File: config.mk
export PLATFORM = sky130hd
export DESIGN_NAME = qph_arith
export DESIGN_NICKNAME = d
export VERILOG_FILES = /design/src/hw/rtl/qph_pkg.sv /design/src/hw/rtl/qph_arith.sv
export SDC_FILE = /design/constraint.sdc
export NUM_CORES = 2
export LEC_CHECK = 0
export BUFFER_PORTS_ARGS = -buffer_cell sky130_fd_sc_hd__buf_2
export CAP_MARGIN = 20
export CORE_MARGIN = 3
export CORE_UTILIZATION = 40
export DETAILED_ROUTE_END_ITERATION = 16
export PLACE_DENSITY = 0.68
export SETUP_SLACK_MARGIN = 0.5
export SLEW_MARGIN = 30
export SYNTH_ARGS = -nofsm -noshare
export SYNTH_HDL_FRONTEND = slang
export SYNTH_SLANG_ARGS = --single-unit
File: constraint.sdc
create_clock -name clk -period 7.3 [get_ports clk]
set_input_delay 0 -clock clk [delete_from_list [all_inputs] [get_ports clk]]
set_output_delay 0 -clock clk [all_outputs]
set_load 0.01 [all_outputs]
File: src/hw/rtl/qph_pkg.sv
// Shared types and constants for the quadratic-probe hash table.
// Used by every module under hw/rtl; depends on nothing.
`default_nettype none

package qph_pkg;

    // Default table size
    localparam int TABLE_SLOTS_DEF = 2048;

    // Fixed field widths
    localparam int CMD_W      = 2;
    localparam int KEY_W      = 31;
    localparam int SLOT_IN_W  = 12;
    localparam int SLOT_OUT_W = 11;
    localparam int ENTRY_W    = 32;
    localparam int PROD_W     = 2 * KEY_W;

    // Entry encodings
    localparam logic [ENTRY_W-1:0] ENTRY_EMPTY  = 32'h0000_0000;
    localparam logic [ENTRY_W-1:0] MARK_DELETED = 32'h8000_0000;

    // Commands
    typedef enum logic [CMD_W-1:0] {
        CMD_INSERT = 2'd0,
        CMD_SEARCH = 2'd1,
        CMD_DELETE = 2'd2
    } cmd_t;

    // Sequencer states
    typedef enum logic [3:0] {
        ST_CLEAR,
        ST_IDLE,
        ST_MUL_Q,
        ST_MUL_QN,
        ST_MOD,
        ST_ADDR,
        ST_CHECK,
        ST_STEP,
        ST_DELETE,
        ST_DONE
    } state_t;

endpackage

`default_nettype wire

File: src/hw/rtl/qph_arith.sv
// Shared arithmetic unit: one registered 31x31 multiplier and one
// add-then-reduce-mod-slots stage. Depends on qph_pkg.
`default_nettype none

module qph_arith #(
    parameter int TABLE_SLOTS = qph_pkg::TABLE_SLOTS_DEF
) (
    input  wire logic                             clk,
    input  wire logic                             mul_en,
    input  wire logic [qph_pkg::KEY_W-1:0]        mul_a,
    input  wire logic [qph_pkg::KEY_W-1:0]        mul_b,
    output logic      [qph_pkg::PROD_W-1:0]       prod,
    input  wire logic [$clog2(TABLE_SLOTS):0]     add_a,
    input  wire logic [$clog2(TABLE_SLOTS):0]     add_b,
    output logic      [$clog2(TABLE_SLOTS)-1:0]   add_mod
);

    localparam int IW = $clog2(TABLE_SLOTS);
    localparam logic [IW+1:0] SLOTS_SUM = (IW + 2)'(TABLE_SLOTS);

    logic [qph_pkg::PROD_W-1:0] prod_reg;
    logic [IW+1:0]              sum;
    logic [IW+1:0]              diff;

    // Multiplier, registered
    always_ff @(posedge clk)
    begin
        if (mul_en)
        begin
            prod_reg <= qph_pkg::PROD_W'(mul_a) * qph_pkg::PROD_W'(mul_b);
        end
    end

    assign prod = prod_reg;

    // Modular add; operands keep the sum below twice the slot count
    always_comb
    begin
        sum  = {1'b0, add_a} + {1'b0, add_b};
        diff = sum - SLOTS_SUM;
        if (sum >= SLOTS_SUM)
        begin
            add_mod = diff[IW-1:0];
        end
        else
        begin
            add_mod = sum[IW-1:0];
        end
    end

endmodule

`default_nettype wire

==> out/results.tsv <==
metric	value	unit
wire_per_inst	17.81	um
hold_viol	0	
synth_top_family_by_area	adder cells	
crit_path_end_kind	register	
holdBufCountCts	0	
timing.slew.headroom	40.72	%
die_w	295.6	um
yosys.area_share.adder	59.90	%
drc	0	
setup_ws	0.5754	ns
final_common_cell	inv_1	
slowest_stage	fa_1	
critPathKind	primary input to register	
synthMuxAreaShare	0.02984	%
hold_path.class	primary input to output pin	
yosysSeqAreaShare	5.550	%
final_max_slew_viol_count	0	
synth_xor_xnor_area_share	1.697	%
critPathMaxFanout	7	
yosysTopAreaCell	fa_1	
crit_arrival	6.81	ns
synthArstFlopShare	0	%
cts_max_level	3	
rows	105	
drt_iter0_markers	1191	
start_util	40.59	%
syn-cell-area	33540	um^2
largest_reg_flops	62	
synthSimpleGateAreaFrac	16.57	%
place_congestion	0.8925	
synth_cell_type_count	57	
vias	24420	
antenna_found_initial	5	
cts_tree	done	
finalSetupViolations	0	
layout.nets	4948	
status	finished, final reports clean	
ys_warn_count	0	
grt-ovfl-total	0	
hold_path_end	add_mod[0]	
clkSlewWorstSetupHoldPaths	0.05	ns
cts_inserted_buffers	9	
crit_path_start_kind	primary input	
drive_gt1_share	11.70	%
cts_buffer_depth	2	
synth_top_area_share	50.01	%
syn-instance-count	3636	
num_io_pins	161	
grt_pass1_vias	26080	
port_buffers	158	
die_h	295.6	um
slowest_delay	0.64	ns
crit_top_cell	fa_1	
path_cells	buf_6 > and2_1 > fa_1 > inv_1 > fa_1 > fa_1 > inv_1 > fa_1 > fa_1 > fa_1 > fa_1 > fa_1 > ha_1 > nand4_1 > or4_4 > or4_4 > o211a_4 > a21oi_4 > a31oi_4 > o211ai_2 > a21oi_2 > xnor2_1	
critPathRequiredTime	7.39	ns
holdPathStages	3	
core	82640	um^2
timing.max_cap.violations	0	
grt_use_met2	36.84	%
track_usage	20.38	%
min_period	6.725	ns
dieArea	87370	um^2
holdWs	0.2980	ns
worst_pin_slew	0.8892	ns
routed_via_density	5.052	
fill_cells	7894	
synth_seq_cells	62	
ant_nets	0	
min_from	add_b[0]	
fin_area	37280	um^2
cts.sinks	62	
dp_hpwl	75.53	mm
crit_start	mul_a[17]	
rsz0062_at_grt	true	
grt_pass1_wl	139.5	mm
mostFrequentLayoutCells	inv_1, fa_1, nand2_1	
met1_usage	25.03	%
synth_edf_count	62	
first_pass_iters	5	
max_freq	148.7	MHz
yosys-top-cells-area	fa_1, ha_1, inv_1	
busiest_layer	met2	
syn_nets	4827	
met3_usage	3.095	%
place_area	36140	um^2
synth_ff_type	edfxtp_1	
grt_max_degree	63	
synth_compound_area_share	4.308	%
syn_avg_cell_area	9.225	um^2
post-route-period-util	92.12	%
place_worst_setup_slack	-0.1096	ns
root_buffer	clkbuf_16	
syn_to_final_growth	11.14	%
wirelength	86.10	mm
## how the worst max path moves through the flow
stage	cells after the start	slack (ns)	to
after CTS	23	0.49	prod[58]
final	22	0.58	prod[61]
after floorplan	25	0.46	prod[61]
after global placement	24	-0.05	prod[58]
after global routing	25	0.38	prod[61]
after detailed placement	24	-0.11	prod[58]
## logic make-up (layout without fill, tap and decap cells)
| group | count (synthesis) | after routing |
|---|---|---|
| AO/OA/AOI/OAI | 222 | 222 |
| XOR/XNOR | 65 | 65 |
| adder cells (fa/ha/maj) | 1103 | 1103 |
| buffers and inverters | 1065 | 1191 |
| flip-flops | 62 | 62 |
| multiplexers | 1 | 1 |
| other | 0 | 2 |
| AND/OR/NAND/NOR | 1118 | 1118 |
## synthesized netlist by cell type, types with 4 or more instances
cell type / n
a21oi_1: 69
o21a_1: 4
xnor2_1: 41
nand3_1: 13
ha_1: 265
fa_1: 838
o2111ai_1: 5
a21boi_0: 6
o21ai_0: 40
nor2_1: 25
buf_2: 7
clkbuf_1: 208
a31oi_1: 12
edfxtp_1: 62
o21bai_1: 7
nand4_1: 17
xor2_1: 24
nor2b_1: 7
a211oi_1: 7
or3_1: 4
and2_1: 478
nand2_1: 545
o31ai_1: 8
a21o_1: 37
and3_1: 4
inv_1: 849
nor3_1: 8
## cell type report
type                    instances  area [um^2]  area share [%]
clock buffers                  11        232.7          0.6243
multi-input cells            2509        28110           75.41
repair buffers                326         2485           6.666
clock inverters                 5        58.81          0.1577
flip-flops and latches         62         1862           4.994
diodes                          2        5.005         0.01343
inverters                     849         3187           8.548
well taps                    1070         1339           3.591
## routing by layer
metal	vias to the layer above	wire (um)
met5	-	34
met4	4	2924
met2	670	45920
met3	166	4862
met1	12730	32350
li1	10850	-
## stage by stage
step	util (%)	TNS, ns	cells
floorplan	-	0	3636
global placement	43.73	-0.09373	4803
detailed placement	43.73	-0.5887	4803
CTS	44.35	0	4821
global route	45.11	0	4832
finish	45.11	0	4834
## worst max-delay path: cells and delay by family
family          cells  cell delay [ns]
fa+ha+maj           9             4.43
xor+xnor            1             0.12
simple gates        4             1.23
compound gates      5             0.80
buf+inv             3             0.23
## timing repair
item                       4_1_cts  5_1_grt
setup endpoints to repair       17       22
pin swaps                       26       57
gates resized for setup         61      131
setup buffers                    2        8
cloned                           0        3
Power is left out: the tool's default activity adds up to more than one toggle a clock period on the data nets, which glitch-free logic cannot reach.
